[src/sv/bpr_pkg.sv]
`default_nettype none
// ----------------------------------------------------------------------------
// bpr_pkg
// Shared types and constants of the BMP pixel row to RGB decoder.
// ----------------------------------------------------------------------------
package bpr_pkg;

    // Default sizes handed to the top level parameters.
    localparam int MAX_WIDTH_DEF     = 4096;
    localparam int PALETTE_DEPTH_DEF = 256;

    // Largest effective image height.
    localparam logic [12:0] MAX_HEIGHT = 13'd4096;

    // Request kinds carried on the slave tuser bit.
    localparam logic OP_PALETTE = 1'b0;
    localparam logic OP_PIXEL   = 1'b1;

    // Pixel depth codes.
    localparam logic [1:0] MODE_IDX4  = 2'd0;
    localparam logic [1:0] MODE_IDX8  = 2'd1;
    localparam logic [1:0] MODE_RGB16 = 2'd2;
    localparam logic [1:0] MODE_BGR24 = 2'd3;

    // Configuration register indexes.
    localparam logic [1:0] REG_DEPTH_MODE = 2'd0;
    localparam logic [1:0] REG_GREEN_SIX  = 2'd1;
    localparam logic [1:0] REG_WIDTH      = 2'd2;
    localparam logic [1:0] REG_HEIGHT     = 2'd3;

    // Configuration register values.
    typedef struct packed {
        logic [1:0]  depth_mode;
        logic        green_six_bits;
        logic [12:0] image_width;
        logic [12:0] image_height;
    } bpr_cfg_t;

    // One decoded data byte: up to two pixels waiting for palette data.
    typedef struct packed {
        logic        two;      // a second pixel follows the first
        logic        p1_pal;   // first pixel color comes from palette port A
        logic [23:0] rgb;      // direct color of the first pixel, red on top
        logic [11:0] col1;
        logic [11:0] col2;
        logic [11:0] row;
        logic        done1;
        logic        done2;
    } bpr_item_t;

endpackage
`default_nettype wire

[src/sv/bpr_out.sv]
`default_nettype none
// ----------------------------------------------------------------------------
// bpr_out
// Holds one decoded byte next to its palette data and hands its one or two
// pixels to the output register, one per cycle while the output is free.
// ----------------------------------------------------------------------------
module bpr_out (
    input  logic               clk,
    input  logic               rst_n,
    input  logic               item_valid,
    input  bpr_pkg::bpr_item_t item,
    input  logic [23:0]        rgb_a,
    input  logic [23:0]        rgb_b,
    output logic               in_ready,
    output logic               m_axis_tvalid,
    input  logic               m_axis_tready,
    output logic [47:0]        m_axis_tdata,  // red, green, blue, column, display_row
    output logic               m_axis_tlast,
    output logic [0:0]         m_axis_tuser   // image_done
);
    import bpr_pkg::*;

    bpr_item_t   s1_item_reg;
    logic        s1_valid_reg, s1_valid_next;
    logic        second_reg, second_next;
    logic        tvalid_reg, tvalid_next;
    logic [47:0] tdata_reg;
    logic        tlast_reg;
    logic        tuser_reg;

    logic        out_free;
    logic        move;
    logic        s1_last;
    logic [23:0] pix_rgb;
    logic [11:0] pix_col;
    logic        pix_done;

    assign out_free = !tvalid_reg || m_axis_tready;
    assign move     = s1_valid_reg && out_free;
    assign s1_last  = !s1_item_reg.two || second_reg;
    assign in_ready = !s1_valid_reg || (out_free && s1_last);

    always_comb
    begin
        if (second_reg)
        begin
            pix_rgb  = rgb_b;
            pix_col  = s1_item_reg.col2;
            pix_done = s1_item_reg.done2;
        end
        else
        begin
            pix_rgb  = s1_item_reg.p1_pal ? rgb_a : s1_item_reg.rgb;
            pix_col  = s1_item_reg.col1;
            pix_done = s1_item_reg.done1;
        end
    end

    always_comb
    begin
        s1_valid_next = s1_valid_reg;
        second_next   = second_reg;
        if (item_valid)
        begin
            s1_valid_next = 1'b1;
            second_next   = 1'b0;
        end
        else if (move && s1_last)
        begin
            s1_valid_next = 1'b0;
            second_next   = 1'b0;
        end
        else if (move)
        begin
            second_next = 1'b1;
        end

        if (move)
        begin
            tvalid_next = 1'b1;
        end
        else if (m_axis_tready)
        begin
            tvalid_next = 1'b0;
        end
        else
        begin
            tvalid_next = tvalid_reg;
        end
    end

    always_ff @(posedge clk or negedge rst_n)
    begin
        if (!rst_n)
        begin
            s1_valid_reg <= 1'b0;
            second_reg   <= 1'b0;
            tvalid_reg   <= 1'b0;
        end
        else
        begin
            s1_valid_reg <= s1_valid_next;
            second_reg   <= second_next;
            tvalid_reg   <= tvalid_next;
        end
    end

    always_ff @(posedge clk)
    begin
        if (item_valid)
        begin
            s1_item_reg <= item;
        end
        if (move)
        begin
            tdata_reg <= {s1_item_reg.row, pix_col, pix_rgb[7:0], pix_rgb[15:8],
                          pix_rgb[23:16]};
            tlast_reg <= s1_last;
            tuser_reg <= pix_done;
        end
    end

    assign m_axis_tvalid   = tvalid_reg;
    assign m_axis_tdata    = tdata_reg;
    assign m_axis_tlast    = tlast_reg;
    assign m_axis_tuser[0] = tuser_reg;

    // The final pixel of the image is always the last one of its byte.
    a_done_is_last: assert property (@(posedge clk) disable iff (!rst_n)
        tvalid_reg && tuser_reg |-> tlast_reg)
        else $error("image done flagged on a pixel that is not last");

    // The second half is only ever reached for a two-pixel byte.
    a_second_two: assert property (@(posedge clk) disable iff (!rst_n)
        s1_valid_reg && second_reg |-> s1_item_reg.two)
        else $error("second pixel stage on a one-pixel byte");

    // Moving the first of two pixels leaves the second in place.
    a_first_then_second: assert property (@(posedge clk) disable iff (!rst_n)
        move && !s1_last |=> s1_valid_reg && second_reg)
        else $error("second pixel lost");

endmodule
`default_nettype wire

[config.mk]
export PLATFORM = sky130hd
export DESIGN_NAME = bpr_out
export DESIGN_NICKNAME = d
export VERILOG_FILES = /design/src/sv/bpr_pkg.sv /design/src/sv/bpr_out.sv
export SDC_FILE = /design/constraint.sdc
export NUM_CORES = 1
export LEC_CHECK = 0
export BUFFER_PORTS_ARGS = -buffer_cell sky130_fd_sc_hd__buf_2
export CORE_MARGIN = 2
export CORE_UTILIZATION = 35
export DETAILED_ROUTE_END_ITERATION = 8
export GPL_ROUTABILITY_DRIVEN = 0
export PLACE_DENSITY = 0.62
export RECOVER_POWER = 100
export SLEW_MARGIN = 5
export SYNTH_ARGS = -nofsm -noshare
export SYNTH_HDL_FRONTEND = slang
export SYNTH_SLANG_ARGS = --single-unit
[constraint.sdc]
create_clock -name clk -period 9.8 [get_ports clk]
set_input_delay 1.96 -clock clk [delete_from_list [all_inputs] [get_ports clk]]
set_output_delay 1.96 -clock clk [all_outputs]
set_load 0.01 [all_outputs]
==> metrics.md <==
| Metric | Value |
|---|---|
| Total negative slack | `0 ps` |
| Flip-flop count of the largest register after layout | `64` |
| Std cell rows | `40` |
| TritonCTS clock tree | `built` |
| Core box area | `approximately 12,000 sq um` |
| Die ar. | `between 10,000 and 15,000 sq um` |
| Fraction of final layout cells with drive strength greater than 1 | `0.357` |
| Synth cell types | `18` |
| Clk Tree Root Cell | `clkbuf_16` |
| Flop and latch count out of synthesis | `117` |
| Total global routing overflow | `0` |
| Startpoint type of the worst setup path | `primary input` |
| Timing-limited maximum frequency | `between 200 and 250 MHz` |
| Total buffers and inverters traversed by the critical path | `2` |
| Initial antenna violation count | `2` |
| Warnings from Yosys | `0` |
| Violations in the final reports | `max-capacitance violations, max-slew violations` |
| Library cell occupying the most area in the post-synthesis netlist | `edfxtp_1` |
| Fraction of registers with async set/reset | `0.0256` |
| Total global routing track utilization | `0.131` |
| Die Wd | `~110 microns` |
| Status | `complete, but fails checks` |
| Post-route minimum period | `4590 ps` |
| Count of pins on the block boundary | `roughly 170` |
| Number of antenna-violating nets in the routed design | `0` |
| Hold Slack | `a little over 400 ps` |
| CP Capture Type | `flip-flop` |
| First-pass GRT wire length | `~12,000 microns` |
| Biggest area contributors in the synthesized netlist | `edfxtp_1 (80%), mux2i_1 (5.6%), mux2_4 (3.8%)` |
| Synthesized area | `4290 sq um` |
| Net count after synthesis | `between 300 and 400` |
| Critical path, cell by cell | `buf_2, clkbuf_1` |
| Routed length per placed instance | `14.7 microns` |
| Setup repair after global routing missed its margin | `false` |
| Number of instances in the synthesized netlist | `about 220` |
| Via count of the first global-routing pass | `about 2,600` |
| Max-slew violations | `around 180` |
| Resized Gates After CTS | `0` |
| Htree depth | `4` |
| CP required | `9730 ps` |
| Final core occ | `0.485` |
| IO buf count | `167` |
| Number of enable flip-flop cells after synthesis | `114` |
| Final cycle utilization of the critical path | `0.468` |
| Largest stage delay on the critical path | `about 2400 ps` |
| Number of buffers created by CTS | `17` |
| Die Height | `roughly 110 microns` |
| CP max-delay cell | `clkbuf_1` |
| Path class of the lowest-slack min-delay path | `reg -> reg` |
| Total power density per cell area | `247 nW/um^2` |
| Final HPWL from detailed placement | `between 5000 and 6000 microns` |
| Lkg Pwr | `approximately 0.0023 uW` |
| DRC marker count from the first detailed-route iteration | `around 180` |
| Worst skew pair latency | `approximately 400 ps` |
| Signed area change from the synthesized netlist to the final layout | `35.7%` |
| Number of buffers added for setup after CTS | `0` |
| Count of max-cap constraint violations | `3` |
| Top cell type's share of synthesized area | `0.797` |
| Slew @ Worst Pin | `about 3500 ps` |
| Syn Area/Cell | `about 19 sq um` |
| Headroom to the max-slew limit | `-1.32` |
| Final wirelength | `around 8300 microns` |
| Remaining design rule violation count | `0` |
| Crit-path max FO | `66` |
| PnR worst setup slack | `5210 ps` |
| Clock transition at the registers of the reported paths | `50 ps` |
| Number of hold buffers added after cts | `0` |
| Starting Density | `0.357` |
| Count of nets after finishing | `between 500 and 600` |
| Largest voltage drop on the vdd net | `0.126 mV` |
| Post-place setup slack | `5230 ps` |
| Final hold violation count | `0` |
| Buffers from clock root to sink, at most | `2` |
| Worst EP arrival | `around 4500 ps` |
| Seq/Total Area, Yosys | `0.815` |
| Dominant delay contributor by cell family on the critical path | `buffers and inverters` |
| Power Total | `1440 uW` |
| Maximum number of pins on one net before global-route repair | `67` |
| Detailed-router iteration count before antenna repair | `4` |
| Vias per std cell | `between 4 and 5` |
| Worst-case clock skew | `9.35 ps` |
| Clock net sink count | `117` |
| Main flop type after synthesis | `edfxtp_1` |
| Number of vias in the routed layout | `between 2,000 and 2,500` |
| Total of endpoints with negative setup slack in the final report | `0` |
| Kind of critical path | `in -> reg` |
## metal layers
metal / up-vias / track usage / routed length [microns]
met1: 1136 / 0.141 / 3350
met5: - / 0 / 13
met3: 9 / 0.0633 / 697
li1: 1219 / - / -
met4: 2 / 0.0635 / 89
met2: 105 / 0.218 / 4150
## worst paths after layout
path                                  from          endpoint  depth (start not counted)  slack [ps]
setup / recovery                item_valid   s1_item_reg[48]                          2        5210
hold / removal             s1_item_reg[10]  m_axis_tdata[44]                          0         420
setup reg to reg             m_axis_tvalid   m_axis_tdata[7]                          3        6660
hold reg to reg            s1_item_reg[10]  m_axis_tdata[44]                          0         420
max in group asynchronous            rst_n        second_reg                          1        8260
min in group asynchronous            rst_n      s1_valid_reg                          1        1360
## cell usage in the layout (no fill, tap or decap)
cell type | synthesis | routed
clkbuf_1 | 0 | 58
nand2_1 | 25 | 25
buf_2 | 4 | 114
edfxtp_1 | 114 | 114
mux2_1 | 0 | 11
nand3_1 | 1 | 1
clkbuf_8 | 0 | 4
nor2b_1 | 1 | 2
mux2i_1 | 24 | 24
nor2_4 | 0 | 1
clkinv_2 | 0 | 3
dfrtp_2 | 0 | 1
o21ai_0 | 5 | 26
dfrtp_1 | 3 | 2
mux2_2 | 2 | 1
a21oi_1 | 1 | 1
diode_2 | 0 | 1
mux2_4 | 11 | 1
bufinv_16 | 0 | 6
nand2b_1 | 2 | 2
inv_1 | 2 | 2
buf_4 | 0 | 1
clkbuf_16 | 0 | 17
## where the power goes
group          switching, uW  internal (uW)
clock network            205            503
logic                   64.2           43.4
registers               12.2            613
total                    281           1160
## synthesized netlist by cell type, types with 2 or more instances
library cell  instances
buf_6                 4
mux2_2                2
mux2i_1              24
edfxtp_1            114
o21ai_0               5
dfrtp_1               3
nand2b_1              2
o21ai_1              21
nand2_1              25
buf_2                 4
buf_8                 2
mux2_4               11
inv_1                 2
## per-stage QoR
step	cell area, sq um	instances
3_3_place_gp	5260	532
5_1_grt	5820	564
2_1_floorplan	4290	224
6_report	5830	565
4_1_cts	5940	564
3_5_place_dp	5260	532
## worst reg2reg max path: cells and delay by family, from the launching register on
family | cells | cell delay [ps]
simple gates | 2 | 260
buf+inv | 1 | 2020
flops | 1 | 390
## kinds of logic (layout without fill, tap and decap cells)
kind of cell	count (synthesis)	count (layout)	share of synthesized area
other	0	1	0
AND/OR/NAND/NOR	31	31	0.0303
flip-flops	117	117	0.815
AO/OA/AOI/OAI	27	27	0.0315
buffers and inverters	12	205	0.0239
multiplexers	37	37	0.0997
## final cells by class
class	instances	area, sq um
fill	1088	6190
sequential	117	3500
timing repair buffer	171	788
multi-input combinational	95	661
clock buffer	23	488
clock inverter	9	195
tap	147	184
inverter	2	7.51
antenna	1	2.50
Power figures use the tool's default switching activity.
