### config.mk
export PLATFORM = sky130hd
export DESIGN_NAME = bpr_decode
export DESIGN_NICKNAME = d
export VERILOG_FILES = /design/src/sv/bpr_pkg.sv /design/src/sv/bpr_decode.sv
export SDC_FILE = /design/constraint.sdc
export NUM_CORES = 1
export LEC_CHECK = 0
export BUFFER_PORTS_ARGS = -buffer_cell sky130_fd_sc_hd__buf_2
export CORE_MARGIN = 4
export CORE_UTILIZATION = 56
export CTS_CLUSTER_SIZE = 25
export DETAILED_ROUTE_END_ITERATION = 12
export PLACE_DENSITY = 0.78
export SETUP_SLACK_MARGIN = 0.4
export SKIP_LAST_GASP = 1
export SLEW_MARGIN = 20
export SYNTH_ARGS = -nofsm -noshare
export SYNTH_HDL_FRONTEND = slang
export SYNTH_SLANG_ARGS = --single-unit
### constraint.sdc
create_clock -name clk -period 15.2 [get_ports clk]
set_clock_uncertainty 0.1 [all_clocks]
set_input_delay 0.76 -clock clk [delete_from_list [all_inputs] [get_ports clk]]
set_output_delay 0.76 -clock clk [all_outputs]
set_load 0.02 [all_outputs]
### src/sv/bpr_pkg.sv
`default_nettype none
// ----------------------------------------------------------------------------
// bpr_pkg
// Shared types and constants of the BMP pixel row to RGB decoder.
// ----------------------------------------------------------------------------
package bpr_pkg;

    // Default sizes handed to the top level parameters.
    localparam int MAX_WIDTH_DEF     = 4096;
    localparam int PALETTE_DEPTH_DEF = 256;

    // Largest effective image height.
    localparam logic [12:0] MAX_HEIGHT = 13'd4096;

    // Request kinds carried on the slave tuser bit.
    localparam logic OP_PALETTE = 1'b0;
    localparam logic OP_PIXEL   = 1'b1;

    // Pixel depth codes.
    localparam logic [1:0] MODE_IDX4  = 2'd0;
    localparam logic [1:0] MODE_IDX8  = 2'd1;
    localparam logic [1:0] MODE_RGB16 = 2'd2;
    localparam logic [1:0] MODE_BGR24 = 2'd3;

    // Configuration register indexes.
    localparam logic [1:0] REG_DEPTH_MODE = 2'd0;
    localparam logic [1:0] REG_GREEN_SIX  = 2'd1;
    localparam logic [1:0] REG_WIDTH      = 2'd2;
    localparam logic [1:0] REG_HEIGHT     = 2'd3;

    // Configuration register values.
    typedef struct packed {
        logic [1:0]  depth_mode;
        logic        green_six_bits;
        logic [12:0] image_width;
        logic [12:0] image_height;
    } bpr_cfg_t;

    // One decoded data byte: up to two pixels waiting for palette data.
    typedef struct packed {
        logic        two;      // a second pixel follows the first
        logic        p1_pal;   // first pixel color comes from palette port A
        logic [23:0] rgb;      // direct color of the first pixel, red on top
        logic [11:0] col1;
        logic [11:0] col2;
        logic [11:0] row;
        logic        done1;
        logic        done2;
    } bpr_item_t;

endpackage
`default_nettype wire

### src/sv/bpr_decode.sv
`default_nettype none
// ----------------------------------------------------------------------------
// bpr_decode
// Row and pixel bookkeeping: assembles multi-byte pixels, skips row padding,
// and tags each pixel with its column, display row and end-of-image flag.
// ----------------------------------------------------------------------------
module bpr_decode #(
    parameter int MAX_WIDTH = bpr_pkg::MAX_WIDTH_DEF
) (
    input  logic                clk,
    input  logic                rst_n,
    input  bpr_pkg::bpr_cfg_t   cfg,
    input  logic                accept,
    input  logic                operation,
    input  logic [7:0]          data_byte,
    output logic                item_valid,
    output bpr_pkg::bpr_item_t  item
);
    import bpr_pkg::*;

    // The width register holds at most 8191.
    localparam int WMAX = (MAX_WIDTH > 8191) ? 8191 : MAX_WIDTH;
    localparam int CW   = $clog2(WMAX + 1);
    localparam int BW   = $clog2(3 * WMAX + 4);
    localparam logic [12:0] WMAX13 = 13'(WMAX);

    localparam logic [1:0] PH_FIRST  = 2'd0;
    localparam logic [1:0] PH_SECOND = 2'd1;
    localparam logic [1:0] PH_THIRD  = 2'd2;

    logic [15:0]   partial_reg, partial_next;
    logic [1:0]    phase_reg, phase_next;
    logic [BW-1:0] bir_reg, bir_next;
    logic [CW-1:0] col_reg, col_next;
    logic [12:0]   row_reg, row_next;

    logic [CW-1:0] w_eff;
    logic [CW:0]   w_wide;
    logic [CW:0]   col_p1;
    logic [12:0]   h_eff;
    logic [BW-1:0] w_ext;
    logic [BW-1:0] linesize;
    logic [BW-1:0] pitch;
    logic [BW-1:0] bir_inc;
    logic          active;
    logic          in_data;
    logic          row_end;
    logic          last_row;
    logic          e1;
    logic          e2;
    logic          emit1;
    logic          emit2;
    logic [15:0]   p16;
    logic [23:0]   rgb16;
    logic [23:0]   rgb24;
    logic [23:0]   rgb;

    always_comb
    begin
        if (cfg.image_width == 13'd0)
        begin
            w_eff = CW'(1);
        end
        else if (cfg.image_width > WMAX13)
        begin
            w_eff = CW'(WMAX);
        end
        else
        begin
            w_eff = CW'(cfg.image_width);
        end

        if (cfg.image_height == 13'd0)
        begin
            h_eff = 13'd1;
        end
        else if (cfg.image_height > MAX_HEIGHT)
        begin
            h_eff = MAX_HEIGHT;
        end
        else
        begin
            h_eff = cfg.image_height;
        end
    end

    assign w_ext  = BW'(w_eff);
    assign w_wide = {1'b0, w_eff};
    assign col_p1 = {1'b0, col_reg} + 1'b1;

    always_comb
    begin
        case (cfg.depth_mode)
            MODE_IDX4:  linesize = (w_ext + 1'b1) >> 1;
            MODE_IDX8:  linesize = w_ext;
            MODE_RGB16: linesize = w_ext << 1;
            default:    linesize = (w_ext << 1) + w_ext;
        endcase
    end

    assign pitch   = (linesize + BW'(3)) & ~BW'(3);
    assign bir_inc = bir_reg + 1'b1;
    assign row_end = bir_inc >= pitch;
    assign in_data = bir_reg < linesize;
    assign active  = accept && (operation == OP_PIXEL) && (row_reg < h_eff);
    assign last_row = row_reg == (h_eff - 13'd1);

    // A pixel is kept only while its column is inside the row.
    assign e1 = col_reg < w_eff;
    assign e2 = e1 && (col_p1 < w_wide);

    // 16-bit pixels are little-endian; 5-bit fields scale by 8, 6-bit by 4.
    assign p16 = {data_byte, partial_reg[7:0]};
    always_comb
    begin
        if (cfg.green_six_bits)
        begin
            rgb16 = {p16[15:11], 3'd0, p16[10:5], 2'd0, p16[4:0], 3'd0};
        end
        else
        begin
            rgb16 = {p16[14:10], 3'd0, p16[9:5], 3'd0, p16[4:0], 3'd0};
        end
    end
    assign rgb24 = {data_byte, partial_reg[15:8], partial_reg[7:0]};

    always_comb
    begin
        partial_next = partial_reg;
        phase_next   = phase_reg;
        bir_next     = bir_reg;
        col_next     = col_reg;
        row_next     = row_reg;
        emit1        = 1'b0;
        emit2        = 1'b0;
        rgb          = rgb24;
        if (active)
        begin
            if (in_data)
            begin
                case (cfg.depth_mode)
                    MODE_IDX4:
                    begin
                        emit1 = e1;
                        emit2 = e2;
                    end
                    MODE_IDX8:
                    begin
                        emit1 = e1;
                    end
                    MODE_RGB16:
                    begin
                        if (phase_reg == PH_FIRST)
                        begin
                            partial_next = {8'd0, data_byte};
                            phase_next   = PH_SECOND;
                        end
                        else
                        begin
                            emit1      = e1;
                            rgb        = rgb16;
                            phase_next = PH_FIRST;
                        end
                    end
                    default:
                    begin
                        if (phase_reg == PH_FIRST)
                        begin
                            partial_next = {8'd0, data_byte};
                            phase_next   = PH_SECOND;
                        end
                        else if (phase_reg == PH_SECOND)
                        begin
                            partial_next = {data_byte, partial_reg[7:0]};
                            phase_next   = PH_THIRD;
                        end
                        else
                        begin
                            emit1      = e1;
                            phase_next = PH_FIRST;
                        end
                    end
                endcase
            end
            col_next = col_reg + CW'(emit1) + CW'(emit2);
            if (row_end)
            begin
                bir_next   = '0;
                col_next   = '0;
                phase_next = PH_FIRST;
                row_next   = row_reg + 13'd1;
            end
            else
            begin
                bir_next = bir_inc;
            end
        end
    end

    always_ff @(posedge clk or negedge rst_n)
    begin
        if (!rst_n)
        begin
            partial_reg <= 16'd0;
            phase_reg   <= PH_FIRST;
            bir_reg     <= '0;
            col_reg     <= '0;
            row_reg     <= 13'd0;
        end
        else
        begin
            partial_reg <= partial_next;
            phase_reg   <= phase_next;
            bir_reg     <= bir_next;
            col_reg     <= col_next;
            row_reg     <= row_next;
        end
    end

    assign item_valid = emit1;

    always_comb
    begin
        item.two    = emit2;
        item.p1_pal = !cfg.depth_mode[1];
        item.rgb    = rgb;
        item.col1   = 12'(col_reg);
        item.col2   = 12'(col_p1);
        item.row    = 12'(h_eff - 13'd1 - row_reg);
        item.done1  = last_row && ({1'b0, col_reg} == (w_wide - 1'b1));
        item.done2  = last_row && (col_p1 == (w_wide - 1'b1));
    end

    // The row counter only moves on an accepted data byte.
    a_row_on_data: assert property (@(posedge clk) disable iff (!rst_n)
        !$stable(row_reg) |-> $past(accept && (operation == OP_PIXEL)))
        else $error("row counter moved without a data byte");

    // A second pixel never appears without the first.
    a_two_needs_one: assert property (@(posedge clk) disable iff (!rst_n)
        emit2 |-> emit1 && (cfg.depth_mode == MODE_IDX4))
        else $error("second pixel without first pixel");

endmodule
`default_nettype wire

==> summary.md <==
| Metric | Value |
|---|---|
| Outcome | `finished clean` |
| PortBufs | `105` |
| Die width | `approximately 130 µm` |
| TNS Setup | `0 ns` |
| Initial Utilization | `58.0%` |
| Yosys warnings | `0` |
| Worst r2r dst | `col_reg[12]$_DFFE_PN0P_` |
| Worst setup margin | `7.69 ns` |
| R2R Path Start | `col_reg[1]$_DFFE_PN0P_` |
| Number of flip-flops in the largest register | `16` |
| Slew Limit Fails | `0` |
| Sequential share of the synthesized area | `17.8%` |
| Mapped Nets | `around 1200` |
| Number of hold buffers added after CTS | `0` |
| # clock sinks | `58` |
| Worst Hold Endpoint | `row_reg[9]$_DFFE_PN0P_` |
| Worst setup SP type | `primary input` |
| Cell variety after synth | `89` |
| Final Hold Violating Endpoints | `0` |
| Crit share post-route | `49.4%` |
| Synthesized area per cell | `about 8 µm²` |
| CTS Root Cell | `clkbuf_16` |
| Vias in the first global route | `about 7300` |
| Crit path DAT | `6.65 ns` |
| CTS tree | `done` |
| R2r setup slk | `9.69 ns` |
| Total Die Area | `16600 µm²` |
| Synth Instances | `~1000` |
| Clock Latency Late Sink | `~0.33 ns` |
| Clk pin slew, worst setup/hold paths | `0.05 ns` |
| Row count | `43` |
| Most frequent cells in the layout | `ha_1, buf_2, nand2_1` |
| Synthesis-to-layout area growth | `9.31%` |
| Ports | `106` |
| Clock Tree Buf Depth | `2` |
| Synth Register Bits | `58` |
| R2R cell count | `20` |
| Global route overflow | `0` |
| Vias | `7741` |
| Final #Nets | `around 1200` |
| Final WL | `21.6 mm` |
| Post-synth EDFFs | `0` |
| Hold Startpoint | `row_reg[9]$_DFFE_PN0P_` |
| NetSw | `~0.41 mW` |
| Crit path kind | `in -> out` |
| CTS buffer count | `9` |
| Routed wire per std cell | `17.0 µm` |
| Max-Cap Viols | `0` |
| Leak Pwr | `approximately 4.2 nW` |
| Share of power burned in registers | `26.6%` |
| RSZ-0062 raised after global routing | `false` |
| Share of cells above drive strength 1 | `15.2%` |
| Vias per cell | `6.11` |
| Final Critical Period | `7.51 ns` |
| DRT antenna net count | `0` |
| Routability cong. | `slightly above 0.9` |
| Worst Path Max Fanout | `19` |
| First-pass GRT wire length | `between 30 and 40 mm` |
| PostCTS Resize Cnt | `0` |
| DP Worst Slack | `just under 8 ns` |
| Hold Path Depth | `1` |
| Endpoint class of the critical path | `primary output` |
| Largest net degree at the start of global routing | `59` |
| Switching fraction of total power | `45.1%` |
| Leading cell type in the layout, fill and taps excluded | `ha_1` |
| Remaining DRCs | `0` |
| Crit path required time | `14.34 ns` |
| Slew headroom | `35.9%` |
| Antenna violations before repair | `0` |
| Fmax | `roughly 130 MHz` |
| Fraction of registers with async set or reset after synthesis | `between 90% and 100%` |
| Gate power share | `54.1%` |
| Maximum VDD drop | `between 0.0001 and 0.00015 V` |
| Layout fillers | `1283` |
| Core ar. | `14100 µm²` |
| ANT cells | `0` |
| Drt pass-1 iters | `5` |
| PD cells | `103 nW/µm²` |
| Min-delay worst type | `reg -> reg` |
| H-tree levels | `3` |
| Tightest Pin Transition | `approximately 0.96 ns` |
| Cell Int Power | `0.504 mW` |
| Syn Std Cell Area | `8170 µm²` |
| Postcts setup bufs | `0` |
| Die height | `129 µm` |
| 1st-iter DRT viols | `590` |
| Clk network pwr share | `19.4%` |
| Final setup viols | `0` |
| Total GRT Usage | `between 20% and 30%` |
| Top_reg_cell synth | `dfrtp_1` |
| Detailed Place HPWL | `approximately 17 mm` |
==> synthesized netlist by cell type (4+ instances only) <==
master	count	share of area, %
nand4_1	17	1.3
o22ai_1	12	0.92
ha_1	107	16
mux2_1	7	0.96
inv_1	64	2.9
nand2b_1	13	0.99
dfrtp_1	58	18
o21a_1	6	0.55
or4_1	4	0.37
a31oi_1	10	0.77
xor2_1	34	3.6
buf_1	5	0.23
a21o_1	14	1.3
o41ai_1	6	0.64
nor3_1	25	1.5
and4b_1	4	0.49
o21bai_1	5	0.46
nor2_1	76	3.5
a211oi_1	5	0.46
mux2i_1	22	2.7
mux2_2	13	1.8
buf_2	8	0.49
or3_1	5	0.38
nand3b_1	4	0.37
o211ai_1	7	0.64
nor4_1	6	0.46
nand3_1	40	2.4
nor2b_1	20	1.5
and4_1	6	0.64
a21oi_1	44	2.7
and3_1	17	1.3
nor3b_1	4	0.37
nand2_1	97	4.5
buf_4	14	1.3
o21ai_0	66	4.0
o31ai_1	14	1.3
clkbuf_1	25	1.1
xnor2_1	60	6.4
==> power by group through the flow <==
stage	sequential, mW	combinational [mW]	clock [mW]
floorplan	0.223	0.385	0
global placement	0.244	0.486	0
detailed placement	0.244	0.496	0
CTS	0.243	0.499	0.181
global route	0.250	0.555	0.188
finish	0.244	0.497	0.178
==> cell type report <==
type / count / area, µm² / share of cell area [%]
multi-input cells: 843 / 6210 / 69.5
clock buffers: 11 / 243 / 2.72
inverters: 65 / 244 / 2.73
clock inverters: 3 / 17.5 / 0.196
well taps: 180 / 225 / 2.52
repair buffers: 107 / 541 / 6.05
flip-flops and latches: 58 / 1450 / 16.2
==> layer usage <==
metal  routed length, µm  share of wire [%]  global-route usage [%]  vias up
li1                    -                  -                       -     3791
met1                9770                 45                    36.0     3613
met2               10100                 47                    42.8      293
met3                1300                6.0                    3.11       44
met4                 423                2.0                    7.72        0
met5                   0                  0                       0        -
==> critical path: stages <==
cell	delay, ns
buf_2	0.14
nor4_4	0.37
a31oi_4	0.25
nor2_1	0.35
ha_1	0.44
fa_1	0.29
a21oi_1	0.10
o211a_1	0.27
a221o_1	0.35
o21bai_1	0.22
a21oi_1	0.12
o21a_1	0.19
o21ai_0	0.29
ha_1	0.31
a21o_1	0.20
nor2_1	0.26
a31oi_2	0.26
a211oi_4	0.89
mux2_2	0.42
buf_2	0.16
==> stage by stage <==
step / util [%] / instances / hold WS [ns] / area (µm²) / power, mW
floorplan: - / 1019 / 0.364 / 8170 / 0.609
global placement: 61.5 / 1253 / 0.397 / 8670 / 0.729
detailed placement: 61.5 / 1253 / 0.396 / 8670 / 0.740
CTS: 63.4 / 1267 / 0.406 / 8930 / 0.922
global route: 63.4 / 1267 / 0.440 / 8930 / 0.993
finish: 63.4 / 1267 / 0.405 / 8930 / 0.919
==> how the worst max path moves through the flow <==
stage / start / end / slack [ns] / depth (start not counted)
6_report: cfg[14] / item[44] / 7.69 / 20
5_1_grt: cfg[14] / item[45] / 7.25 / 20
4_1_cts: cfg[14] / item[44] / 7.72 / 20
3_5_place_dp: cfg[14] / item[44] / 7.74 / 20
3_3_place_gp: cfg[14] / item[45] / 7.93 / 19
2_1_floorplan: cfg[16] / col_reg[8]$_DFFE_PN0P_ / 8.70 / 27
==> logic make-up (layout without fill, tap and decap cells) <==
group                      count (synthesis)  in the layout  synth area share (%)
AOI/OAI and AO/OA                        232            232                  19.4
xor gates and xnor gates                  94             94                  10.1
adders and majority gates                110            110                  17.1
buffers and inverters                    118            186                  6.28
DFF                                       58             58                  17.8
muxes                                     44             44                  6.00
and+or+nand+nor                          363            363                  23.3
No activity file was read; power rests on OpenSTA's default activity.
